$ cat src/hdl/assert_macros.svh
// Assertion macros shared by the buffer pool RTL.
// Needs only a clock and an active-high reset from the including module.
`ifndef ASSERT_MACROS_SVH
`define ASSERT_MACROS_SVH

// Same-cycle implication.
`define SCBP_ASSERT_IMP(lbl, clk, rst, ante, cons) \
   lbl: assert property (@(posedge clk) disable iff (rst) (ante) |-> (cons)) \
      else $error("%m: same-cycle check failed");

// Next-cycle implication.
`define SCBP_ASSERT_NXT(lbl, clk, rst, ante, cons) \
   lbl: assert property (@(posedge clk) disable iff (rst) (ante) |=> (cons)) \
      else $error("%m: next-cycle check failed");

`endif

$ cat src/hdl/scbp_ram.sv
// Generic single-write, single-read RAM with registered read data.
// No dependencies.
module scbp_ram #(
   parameter int WIDTH = 8,
   parameter int DEPTH = 256
) (
   input  logic                     clock,
   input  logic                     we,
   input  logic [$clog2(DEPTH)-1:0] waddr,
   input  logic [WIDTH-1:0]         wdata,
   input  logic [$clog2(DEPTH)-1:0] raddr,
   output logic [WIDTH-1:0]         rdata
);
   logic [WIDTH-1:0] mem_ff [DEPTH];
   logic [WIDTH-1:0] rdata_ff;

   always_ff @(posedge clock) begin
      if (we) begin
         mem_ff[waddr] <= wdata;
      end
      rdata_ff <= mem_ff[raddr];
   end

   assign rdata = rdata_ff;
endmodule

$ cat config.mk
export PLATFORM = sky130hd
export DESIGN_NAME = scbp_ram
export DESIGN_NICKNAME = d
export VERILOG_FILES = /design/src/hdl/assert_macros.svh /design/src/hdl/scbp_ram.sv
export SDC_FILE = /design/constraint.sdc
export NUM_CORES = 2
export LEC_CHECK = 0
export BUFFER_PORTS_ARGS = -buffer_cell sky130_fd_sc_hd__buf_2
export CORE_ASPECT_RATIO = 1.4
export CORE_MARGIN = 2
export CORE_UTILIZATION = 50
export CTS_BUF_LIST = sky130_fd_sc_hd__clkbuf_2 sky130_fd_sc_hd__clkbuf_4 sky130_fd_sc_hd__clkbuf_8
export CTS_CLUSTER_SIZE = 14
export DETAILED_ROUTE_END_ITERATION = 10
export GPL_ROUTABILITY_DRIVEN = 0
export GPL_TIMING_DRIVEN = 0
export PLACE_DENSITY = 0.73
export SLEW_MARGIN = 30
export SYNTH_ARGS = -nofsm -noshare
export SYNTH_HDL_FRONTEND = slang
export SYNTH_SLANG_ARGS = --single-unit
export TNS_END_PERCENT = 30
$ cat constraint.sdc
create_clock -name clock -period 3.5 [get_ports clock]
set_input_delay 0.175 -clock clock [delete_from_list [all_inputs] [get_ports clock]]
set_output_delay 0.175 -clock clock [all_outputs]
set_load 0.05 [all_outputs]
---- Word level (Yosys, flattened, before mapping) ----
Memory sizes are Yosys's and may differ from the RTL's. A register that Yosys moved wholly into a read port is not among the register bits.
Index checks and enable logic that the tools add are counted.
storage, ports and cells
  register bits ........................... 0
  bits in writable memories ............... 2048
  bits of input ports ..................... 26
  output and inout port bits .............. 8
  logic and storage cells ................. 3
  memories kept ........................... 1
memory list
  name    words  width  read ports  clocked after Yosys merged registers in  wr ports  RTL line        RTL
  mem_ff  256    8      1           1                                        1         scbp_ram.sv:14  logic [WIDTH-1:0] mem_ff [DEPTH];
operators by class
  muxes and demuxes ....................... 2
operator list
  cell     number
  $mux W1  2

---- Longest topological paths before layout ----
  depth in word-level cells ............... 2
  mapped depth ............................ 11

---- Worst setup path after synthesis ----
No wires, ideal clock.
  path type ............................... in2reg
  from .................................... input raddr[0]
  to ...................................... register rdata_ff[2] (netlist: rdata[2]), read port of mem_ff
  library setup time ...................... 0.131 ns
  arrival time ............................ 1.982 ns
  data required time ...................... 3.369 ns
  setup slack ............................. 1.387 ns
  cell stages on the path ................. 9
  path buffers ............................ 4
  path through ............................ buf_6 buf_12 buf_8 buf_2 mux4_2 a22oi_1 a21oi_1 nor4_1 nor4_2
RTL lines
  what             RTL line        RTL
  start, declared  scbp_ram.sv:11  input logic [$clog2(DEPTH)-1:0] raddr,
  end, declared    scbp_ram.sv:15  logic [WIDTH-1:0] rdata_ff;

==> impl_metrics.ini <==
[outcome]
outcome = finished, violations left
failed_checks = negative setup slack

[worst_setup_path]
timing.rr.end = rdata[0]
critical_path.slowest_cell = nor2_1
start_kind = input port
crit_path_cell_trace = buf_2, clkbuf_1, nor2_1, clkbuf_2, a22oi_1, a21oi_1, nor4_1, nor4_1
end_kind = flop
cp_common_cell = nor4_1
reg2reg_slack_ns = 0.40
crit_arrival_ns = 4.47
slowest_delay_ns = 0.92
worstPathMaxFanout = 10
reg2reg_depth = 6
cp.required_ns = 4.34
crit_type = input port to flop
reg2reg_from = mem_ff[133][0]

[cts]
ctsHtreeMaxLevel = 5
ctsHoldBuffers = 14
cts_buffers = 302
post_cts_buffers = 0
cts-root-buf = clkbuf_8
cts.path.max_buffers = 4
cts_tree = done
clk_pin_slew_worst_paths_ns = 0.07
clock-sinks = 2056
clk_latency_ns = 1.04
cts.repair.resized = 0

[grt]
antenna_found_initial = 17
gr-total-overflow = 0
grt_max_degree = 121
grt_pass1_vias = 41900
grt_use_total_pct = 29.1
grt_pass1_wl_mm = 321

[sta]
fmax_mhz = 276
tightest_slew_ns = 1.08
max_slew_margin_pct = 27.4
finalClockSkew_ns = 0.0635
min_period_ns = 3.62
setup_ws_ns = -0.123
finalHoldViolations = 0
setup_viol = 2
finalMaxSlewViolations = 0
holdWs_ns = 0.105
grt_setup_unrepaired = no
min_period_over_period_pct = 104

[routing]
drt_pre_antenna_iters = 8
drtIter0Drc = 6905
vias = 42400
ant_nets = 0
post_drt_via_cell_ratio = 6.59
drcViolationCount = 0
routedWlPerCell_um = 36.7
wl_mm = 236

[pwr]
p_leak_nw = 27.7
total_power_mw = 49.1
power.density_nw_per_um2 = 550
ir_worst_vdd_uv = 497

[yosys]
synth.distinct_cells = 55
muxShareOfSynthArea_pct = 14.6
synth_compound_area_share_pct = 3.42
synthAdderAreaFrac_pct = 0
synth_area_leaders = edfxtp_1 (77%), mux4_2 (13%), mux2i_1 (1.7%), nor2_1 (1.3%), a22oi_1 (1.3%)
synth-seq-cells = 2056
synth-xor-area-share_pct = 0
synth_top_family_by_area = multiplexers
synthCells = 3733
netlist_area_sq_um = 79600
seq_area_frac_synth_pct = 77.5
yosys.area.top_type = edfxtp_1
synth_top_area_share_pct = 77.3
yosys.area_share.simple_pct = 2.63
syn_area_per_cell_sq_um = 21.3
yosysWarnings = 0
syn-num-nets = 3759

[floorplan]
die_w_um = 341
num_rows = 173
design.die.area_sq_um = 162000
core_sq_um = 158000
start_util_pct = 50.2
io_pins = 34
die_h_um = 476

[final_layout]
drive_above_1_share_pct = 27.0
fillers = 11500
syn2layout_area_growth_pct = 12.2
final_nets = 4134
fin_area_sq_um = 89300

[worst_hold_path]
hold_class = input port to flop
worst_hold_path.num_cells = 2
hold_path.startpoint = wdata[7]
min_to = mem_ff[154][7]

[place]
postPlaceCellArea_sq_um = 83300
port_buffers = 26
post-place-ws_ns = -0.893
hpwl_mm = 161

[run]
max-cap-violations = 0
-- worst max path at each step --
stage                        start        to  cells past startpoint
after floorplan           raddr[0]  rdata[2]                      9
after global placement    raddr[1]  rdata[1]                      9
after detailed placement  raddr[2]  rdata[5]                      9
after CTS                 raddr[2]  rdata[5]                      9
after global routing      raddr[1]  rdata[2]                      9
final                     raddr[3]  rdata[3]                      8
-- metrics by stage --
step                std cells  utilization (%)   TNS, ns
floorplan                3733                -         0
global placement         5859             52.0  -1602.81
detailed placement       5890             52.6     -5.07
CTS                      6421             56.3         0
global route             6424             56.3         0
finish                   6435             56.3    -0.200
-- where the power goes --
group	internal, mW	total [mW]	leakage [nW]	switching (mW)
logic	0.923	3.02	6.20	2.09
registers	27.1	27.2	18.5	0.0189
clock network	9.93	18.9	3.03	8.99
total	38.0	49.1	27.7	11.1
-- critical path, delay by kind of cell --
family	cells	cell delay, ns
AO/OA/AOI/OAI	2	0.88
buffers and inverters	3	1.34
AND/OR/NAND/NOR	3	2.03
-- cell type report --
class / instances / area [sq um] / share of cell area [%]
Timing Repair Buffer: 71 / 1100 / 1.24
Tap cell: 2100 / 2630 / 2.94
Sequential cell: 2056 / 61700 / 69.1
Multi-Input combinational cell: 1442 / 16600 / 18.6
Buffer: 233 / 1520 / 1.70
Antenna cell: 14 / 35.0 / 0.0393
Inverter: 2 / 7.51 / 0.00841
Clock inverter: 123 / 837 / 0.938
Clock buffer: 394 / 4900 / 5.49
-- sequential cells by signal (all words and copies together) (netlist names) --
name / count
rdata: 8
mem_ff: 2048
-- kinds of logic after synthesis --
family          Yosys count
flops                  2056
mux                     591
simple gates            466
compound gates          385
buf+inv                 235
-- routing by layer --
metal | vias to the layer above | GRT usage [%] | part of all wire, %
li1 | 16500 | - | -
met1 | 21700 | 33.2 | 31
met2 | 3444 | 46.6 | 48
met3 | 831 | 8.31 | 12
met4 | 12 | 22.3 | 9.0
met5 | - | 0 | 0.034
-- placed cells by master (no fill, tap or decap), types with 8 or more instances in the layout --
| master | instances |
|---|---|
| edfxtp_1 | 2048 |
| mux4_2 | 454 |
| clkbuf_8 | 310 |
| nor2_1 | 255 |
| mux2i_1 | 134 |
| a22oi_1 | 133 |
| a21oi_1 | 95 |
| clkbuf_4 | 84 |
| clkinv_1 | 68 |
| clkbuf_1 | 66 |
| buf_2 | 59 |
| o221ai_1 | 46 |
| clkbuf_2 | 45 |
| clkinv_2 | 35 |
| nand3_1 | 34 |
| nand2_1 | 33 |
| buf_4 | 31 |
| nor2b_1 | 31 |
| o22ai_1 | 28 |
| nor2_2 | 27 |
| buf_16 | 25 |
| buf_8 | 22 |
| nor3_1 | 22 |
| buf_6 | 21 |
| a211oi_1 | 16 |
| nor4_1 | 15 |
| diode_2 | 14 |
| dlygate4sd3_1 | 14 |
| a221oi_1 | 13 |
| buf_1 | 12 |
| nor4_2 | 12 |
| bufinv_16 | 11 |
| nand4_1 | 10 |
| o211ai_1 | 10 |
| o21ai_0 | 10 |
| buf_12 | 9 |
| nand2b_1 | 8 |
| a22o_1 | 8 |
| dfxtp_1 | 8 |
-- synth_stat cells, drive strengths merged --
cell	count
a2111oi	5
a211oi	16
a21boi	1
a21oi	96
a221oi	14
a22o	8
a22oi	133
a311oi	2
a31oi	2
and2	6
and3	1
and3b	2
buf	122
clkbuf	111
clkinv	1
dfxtp	8
edfxtp	2048
inv	1
mux2	1
mux2i	134
mux4	456
nand2	33
nand2b	8
nand3	34
nand3b	2
nand4	10
nor2	282
nor2b	31
nor3	22
nor3b	1
nor4	27
nor4b	1
o211ai	10
o21ai	12
o221ai	47
o22a	5
o22ai	28
o311ai	1
o32ai	5
or2	4
or2b	1
or3b	1
(Power assumes the default switching activity.)
