==> config.mk <==
export PLATFORM = sky130hd
export DESIGN_NAME = scbp_div
export DESIGN_NICKNAME = d
export VERILOG_FILES = /design/src/hdl/assert_macros.svh /design/src/hdl/scbp_div.sv
export SDC_FILE = /design/constraint.sdc
export NUM_CORES = 1
export LEC_CHECK = 0
export BUFFER_PORTS_ARGS = -buffer_cell sky130_fd_sc_hd__buf_4
export CAP_MARGIN = 15
export CELL_PAD_IN_SITES_DETAIL_PLACEMENT = 1
export CELL_PAD_IN_SITES_GLOBAL_PLACEMENT = 1
export CORE_UTILIZATION = 41
export DETAILED_ROUTE_END_ITERATION = 8
export PLACE_DENSITY = 0.84
export REMOVE_ABC_BUFFERS = 1
export SYNTH_ARGS = -nofsm -noshare
export SYNTH_HDL_FRONTEND = slang
export SYNTH_SLANG_ARGS = --single-unit
==> constraint.sdc <==
create_clock -name clock -period 3.5 [get_ports clock]
set_input_delay 0.525 -clock clock [delete_from_list [all_inputs] [get_ports clock]]
set_output_delay 0.525 -clock clock [all_outputs]
set_load 0.01 [all_outputs]
==> src/hdl/assert_macros.svh <==
// Assertion macros shared by the buffer pool RTL.
// Needs only a clock and an active-high reset from the including module.
`ifndef ASSERT_MACROS_SVH
`define ASSERT_MACROS_SVH

// Same-cycle implication.
`define SCBP_ASSERT_IMP(lbl, clk, rst, ante, cons) \
   lbl: assert property (@(posedge clk) disable iff (rst) (ante) |-> (cons)) \
      else $error("%m: same-cycle check failed");

// Next-cycle implication.
`define SCBP_ASSERT_NXT(lbl, clk, rst, ante, cons) \
   lbl: assert property (@(posedge clk) disable iff (rst) (ante) |=> (cons)) \
      else $error("%m: next-cycle check failed");

`endif

==> src/hdl/scbp_div.sv <==
// Restoring divider, one quotient bit per cycle, for the queue share split.
// No dependencies.
module scbp_div #(
   parameter int N_W = 12,
   parameter int D_W = 5
) (
   input  logic           clock,
   input  logic           reset,
   input  logic           start,
   input  logic [N_W-1:0] dividend,
   input  logic [D_W-1:0] divisor,
   output logic           busy,
   output logic [N_W-1:0] quotient,
   output logic [D_W-1:0] remainder
);
   localparam int CW = $clog2(N_W + 1);

   logic           busy_ff, busy_in;
   logic [CW-1:0]  cnt_ff, cnt_in;
   logic [N_W-1:0] quo_ff, quo_in;
   logic [D_W-1:0] rem_ff, rem_in;
   logic [D_W:0]   trial;
   logic [D_W:0]   dvs;
   logic           ge;

   always_comb begin
      trial   = {rem_ff, quo_ff[N_W-1]};
      dvs     = {1'b0, divisor};
      ge      = (trial >= dvs);
      busy_in = busy_ff;
      cnt_in  = cnt_ff;
      quo_in  = quo_ff;
      rem_in  = rem_ff;
      if (start) begin
         busy_in = 1'b1;
         cnt_in  = CW'(N_W);
         quo_in  = dividend;
         rem_in  = '0;
      end else if (busy_ff) begin
         // shift in one dividend bit, subtract when it fits
         rem_in = ge ? D_W'(trial - dvs) : D_W'(trial);
         quo_in = {quo_ff[N_W-2:0], ge};
         cnt_in = cnt_ff - CW'(1);
         if (cnt_ff == CW'(1)) begin
            busy_in = 1'b0;
         end
      end
   end

   always_ff @(posedge clock) begin
      if (reset) begin
         busy_ff <= 1'b0;
         cnt_ff  <= '0;
      end else begin
         busy_ff <= busy_in;
         cnt_ff  <= cnt_in;
      end
      quo_ff <= quo_in;
      rem_ff <= rem_in;
   end

   assign busy      = busy_ff;
   assign quotient  = quo_ff;
   assign remainder = rem_ff;
endmodule

After elaboration in Yosys (flattened, before gate mapping). Index checks and enable logic that the tools add are counted.

Word-level logic and storage cells: 19. Output and inout bits: 18. Flip-flop bits (word level): 22. Input bits: 20.

Eq/ne operators: 1. Magnitude comparators: 1. Add/sub/neg operators: 2. Reductions and logical operators: 2. Mux-type cells: 8.

Operators with widths (count): $mux W12 (2); $mux W4 (2); $ge A6 B5 Y1 (1); $mux W5 (1); $sub A5 B5 Y5 (1); $eq A4 B1 Y1 const B (1); $sub A4 B1 Y4 const B (1); $mux W1 (3); $reduce_bool A2 Y1 (1); $reduce_or A2 Y1 (1).

Longest topological paths before layout.
Word-level depth: 4. Mapped depth: 8.

Worst setup path after synthesis. Ideal clock, no wire load.

Kind: in2reg. Start point: input port divisor[0]. End point: register rem_ff[2] (netlist: remainder[2]). Data arrival time: 2.108 ns. Slack: 1.297 ns. Cell stages on the path: 7. Cell sequence: ha_1 > inv_1 > fa_1 > a211o_1 > o211a_1 > or4_1 > o311ai_1.

Longest elaborated chain between the ends: 2. Elaborated cells on any way between the ends: 3. Those cells by class: add/sub: 1; order compare: 1; mux: 1.

Ends and longest elaborated chain: start: declaration (RTL line scbp_div.sv:11) `input logic [D_W-1:0] divisor,`; $sub A5 B5 Y5 / $ge A6 B5 Y1 (equally long branches) (RTL line scbp_div.sv:41, scbp_div.sv:29); $mux W5 (*) (RTL line scbp_div.sv:41) `rem_in = ge ? D_W'(trial - dvs) : D_W'(trial);`; end signal: assignment (RTL line scbp_div.sv:59) `rem_ff <= rem_in;`; end: declaration (RTL line scbp_div.sv:21) `logic [D_W-1:0] rem_ff, rem_in;`.

Every way passes the cells marked *; elsewhere a longest branch is shown, timed or not. A chain may end at the register's enable or synchronous reset.

Worst setup path after layout.
Start point: register quo_ff[11] (netlist: quotient[11]). End point: register rem_ff[2] (netlist: remainder[2]).

Longest elaborated chain between the ends: 2. Elaborated cells on any way between the ends: 3. Those cells by class: add/sub: 1; order compare: 1; mux: 1.

Ends and longest elaborated chain: start: declaration (RTL line scbp_div.sv:20) `logic [N_W-1:0] quo_ff, quo_in;`; start signal: assignment (RTL line scbp_div.sv:58) `quo_ff <= quo_in;`; $sub A5 B5 Y5 / $ge A6 B5 Y1 (equally long branches) (RTL line scbp_div.sv:41, scbp_div.sv:29); $mux W5 (*) (RTL line scbp_div.sv:41).

Marks and branches as above.

==> run_results.csv <==
group,metric,value,unit
status,status,"finished clean",
synthesis,synth_top_family_by_area,"compound AO/OA/AOI/OAI gates",
setup_path,critPathKind,"flip-flop to flip-flop",
grt,grt_pass1_wl,4.77,mm
setup_path,startpoint,"quotient[11]",
drt,viasPerCell,5.48,
finish,final_nets,176,
floorplanning,num_io_pins,38,
clock_network,clockRootBuffer,"clkbuf_4",
setup_path,cp-start-kind,"flip-flop",
synthesis,yosys_most_used_dff,"edfxtp_1",
finish,drive_above_1_share,37.4,%
floorplanning,rows,19,
floorplanning,die_y,56.2,um
clock_network,htreeDepth,1,
sta,fin_worst_skew,0.00789,ns
synthesis,syn-mean-instance-area,10.7,um^2
synthesis,ys_seq_area_share,46.6,%
pwr,combPwrFrac,27.5,%
drt,drt_iter0_drc,16,
floorplanning,core-area,2760,um^2
grt,grt_max_degree,28,
sta,finalSetupViolations,0,
placement,gp_congestion,0.799,
clock_network,clk_transition_reported_paths,0.12,ns
sta,holdWs,0.413,ns
synthesis,synthArstFlopShare,0,%
setup_path,ff2ff_setup_slack,1.16,ns
clock_network,cts_buffers,3,
sta,max_freq,0.427,GHz
setup_path,worstReg2RegStart,"quotient[11]",
sta,grt_setup_unrepaired,"false",
synthesis,synth_xor_area_share,3.64,%
sta,min_period,2.34,ns
synthesis,synthesis.area,1200,um^2
grt,grt_pass1_vias,1046,
synthesis,synth_edf_count,12,
grt,antenna_found_initial,0,
floorplanning,start_util,43.6,%
setup_path,reg2regPathDepth,8,
synthesis,synth-simple-area-share,12.8,%
synthesis,synth_fa_ha_area_share,8.95,%
sta,worstMarginPinSlew,0.648,ns
synthesis,synth.distinct_cells,38,
drt,route.detailed.drc,0,
pwr,p_int,0.433,mW
drt,routed-via-count,975,
drt,drt-pass1-iter-count,4,
setup_path,crit_path_end_kind,"flip-flop",
finish,nFillCells,313,
pwr,p_sw,0.177,mW
worst_hold_path,hold_path_class,"input pin to flip-flop",
clock_network,clock_sinks,22,
setup_path,endpoint,"remainder[2]",
clock_network,cts_hold_buf,0,
grt,overflow,0,
synthesis,yosysWarnings,0,
sta,slew_headroom,56.8,%
setup_path,worst_ep_required_time,3.70,ns
finish,area_growth,26.5,%
clock_network,clock_path_buffers,2,
synthesis,synth_area_leaders,"edfxtp_1 (30%), dfxtp_1 (17%), mux2_2 (10%)",
sta,timing.final.crit_share,66.9,%
drt,wl,2.98,mm
finish,layout_common_cells,"buf_4 (37), nor2_1 (12), edfxtp_1 (12)",
pwr,power_frac_clock,19.3,%
synthesis,synth_top_area_share,30.0,%
floorplanning,die_area,3150,um^2
drt,postRouteAntennaNets,0,
clock_network,post-cts-setup-buffer-count,0,
finish,antenna_cells,0,
drt,wl_per_cell,16.7,um
setup_path,reg2reg_to,"remainder[2]",
pwr,p_sw_share,29.0,%
clock_network,cts_resized,0,
floorplanning,die_x,56.2,um
synthesis,synth_compound_area_share,12.9,%
setup_path,crit_fanout,4,
pwr,p_per_area,401,nW/um^2
clock_network,clock_latency,0.30,ns
synthesis,muxShareOfSynthArea,10.3,%
run,max_cap_violations,0,
sta,finalHoldViolCount,0,
finish,final_common_cell,"buf_4",
placement,dpl.hpwl,2.30,mm
sta,slew_violations,0,
grt,grt.total_usage,19.9,%
setup_path,arrival,2.54,ns
synthesis,yosysTopAreaCell,"edfxtp_1",
pwr,vdd_drop_max,0.000278,V
sta,tns,0,ns
pwr,leakage,0.671,nW
synthesis,ys_seq_elements,22,
placement,port_buffers,37,
pwr,pwr-share-seq,53.1,%
clock_network,cts_tree,"done",
synthesis,synthCells,112,
[worst min path at each step]
stage / cells after the start / from / to / slack, ns
after floorplan: 2 / cnt_ff[1] / cnt_ff[1] / 0.47
after global placement: 2 / cnt_ff[1] / cnt_ff[1] / 0.48
after detailed placement: 2 / cnt_ff[1] / cnt_ff[1] / 0.51
after CTS: 2 / reset / cnt_ff[3] / 0.40
after global routing: 2 / reset / cnt_ff[3] / 0.41
final: 2 / reset / cnt_ff[3] / 0.41
[registers in the layout, summed over array words and instances (netlist names)]
| name | count |
|---|---|
| quotient | 12 |
| busy | 1 |
| cnt_ff | 4 |
| remainder | 5 |
[cells in the mapped netlist (2+ instances only)]
| library cell | n |
|---|---|
| a311oi_1 | 2 |
| a211o_1 | 2 |
| nand2_1 | 5 |
| nand3_1 | 2 |
| nor2_1 | 12 |
| nor3_1 | 2 |
| a21oi_1 | 5 |
| ha_1 | 7 |
| mux2_2 | 11 |
| buf_1 | 2 |
| edfxtp_1 | 12 |
| xnor2_1 | 4 |
| dfxtp_1 | 10 |
| inv_1 | 9 |
| a211oi_1 | 2 |
| clkbuf_1 | 3 |
[metal layers]
metal	GRT usage [%]	part of all wire, %	vias to the layer above
met5	0	0	-
met4	7.67	1.8	0
met3	3.72	3.6	6
met2	38.4	56	24
met1	21.0	38	469
li1	-	-	476
[power by group through the flow]
| stage | clock network, mW | logic, mW | registers, mW |
|---|---|---|---|
| after floorplan | 0 | 0.0831 | 0.334 |
| after global placement | 0 | 0.159 | 0.327 |
| after detailed placement | 0 | 0.167 | 0.331 |
| after CTS | 0.124 | 0.168 | 0.325 |
| after global routing | 0.135 | 0.183 | 0.328 |
| final | 0.118 | 0.168 | 0.324 |
[logic make-up after synthesis]
kind of cell / after synthesis
buffers and inverters: 15
multiplexers: 11
adder cells (fa/ha/maj): 8
AO/OA/AOI/OAI: 21
XOR/XNOR: 5
AND/OR/NAND/NOR: 30
flip-flops: 22
[critical path, cell delays in order, from the launching register on]
cell and delay [ns]:
edfxtp_1 0.44, inv_1 0.08, ha_1 0.15, inv_1 0.05, fa_1 0.42, a211o_1 0.30
o211a_1 0.16, or4_1 0.53, o311ai_1 0.12
[stage by stage]
step	cell area, um^2	power (mW)	utilization, %	cells	setup WS [ns]
3_5_place_dp	1500	0.498	54.2	174	1.09
3_3_place_gp	1500	0.486	54.2	174	1.17
5_1_grt	1520	0.646	55.2	178	1.05
6_report	1520	0.610	55.2	178	1.16
4_1_cts	1520	0.617	55.2	178	1.18
2_1_floorplan	1180	0.418	-	106	1.30
[layout make-up]
cell class,count,area [um^2],area share (%)
Clock buffer,4,26.3,1.73
Inverter,9,33.8,2.22
Multi-Input combinational cell,75,584,38.4
Sequential cell,22,561,36.8
Tap cell,31,38.8,2.55
Timing Repair Buffer,37,278,18.3
Power figures use the tool's default switching activity.
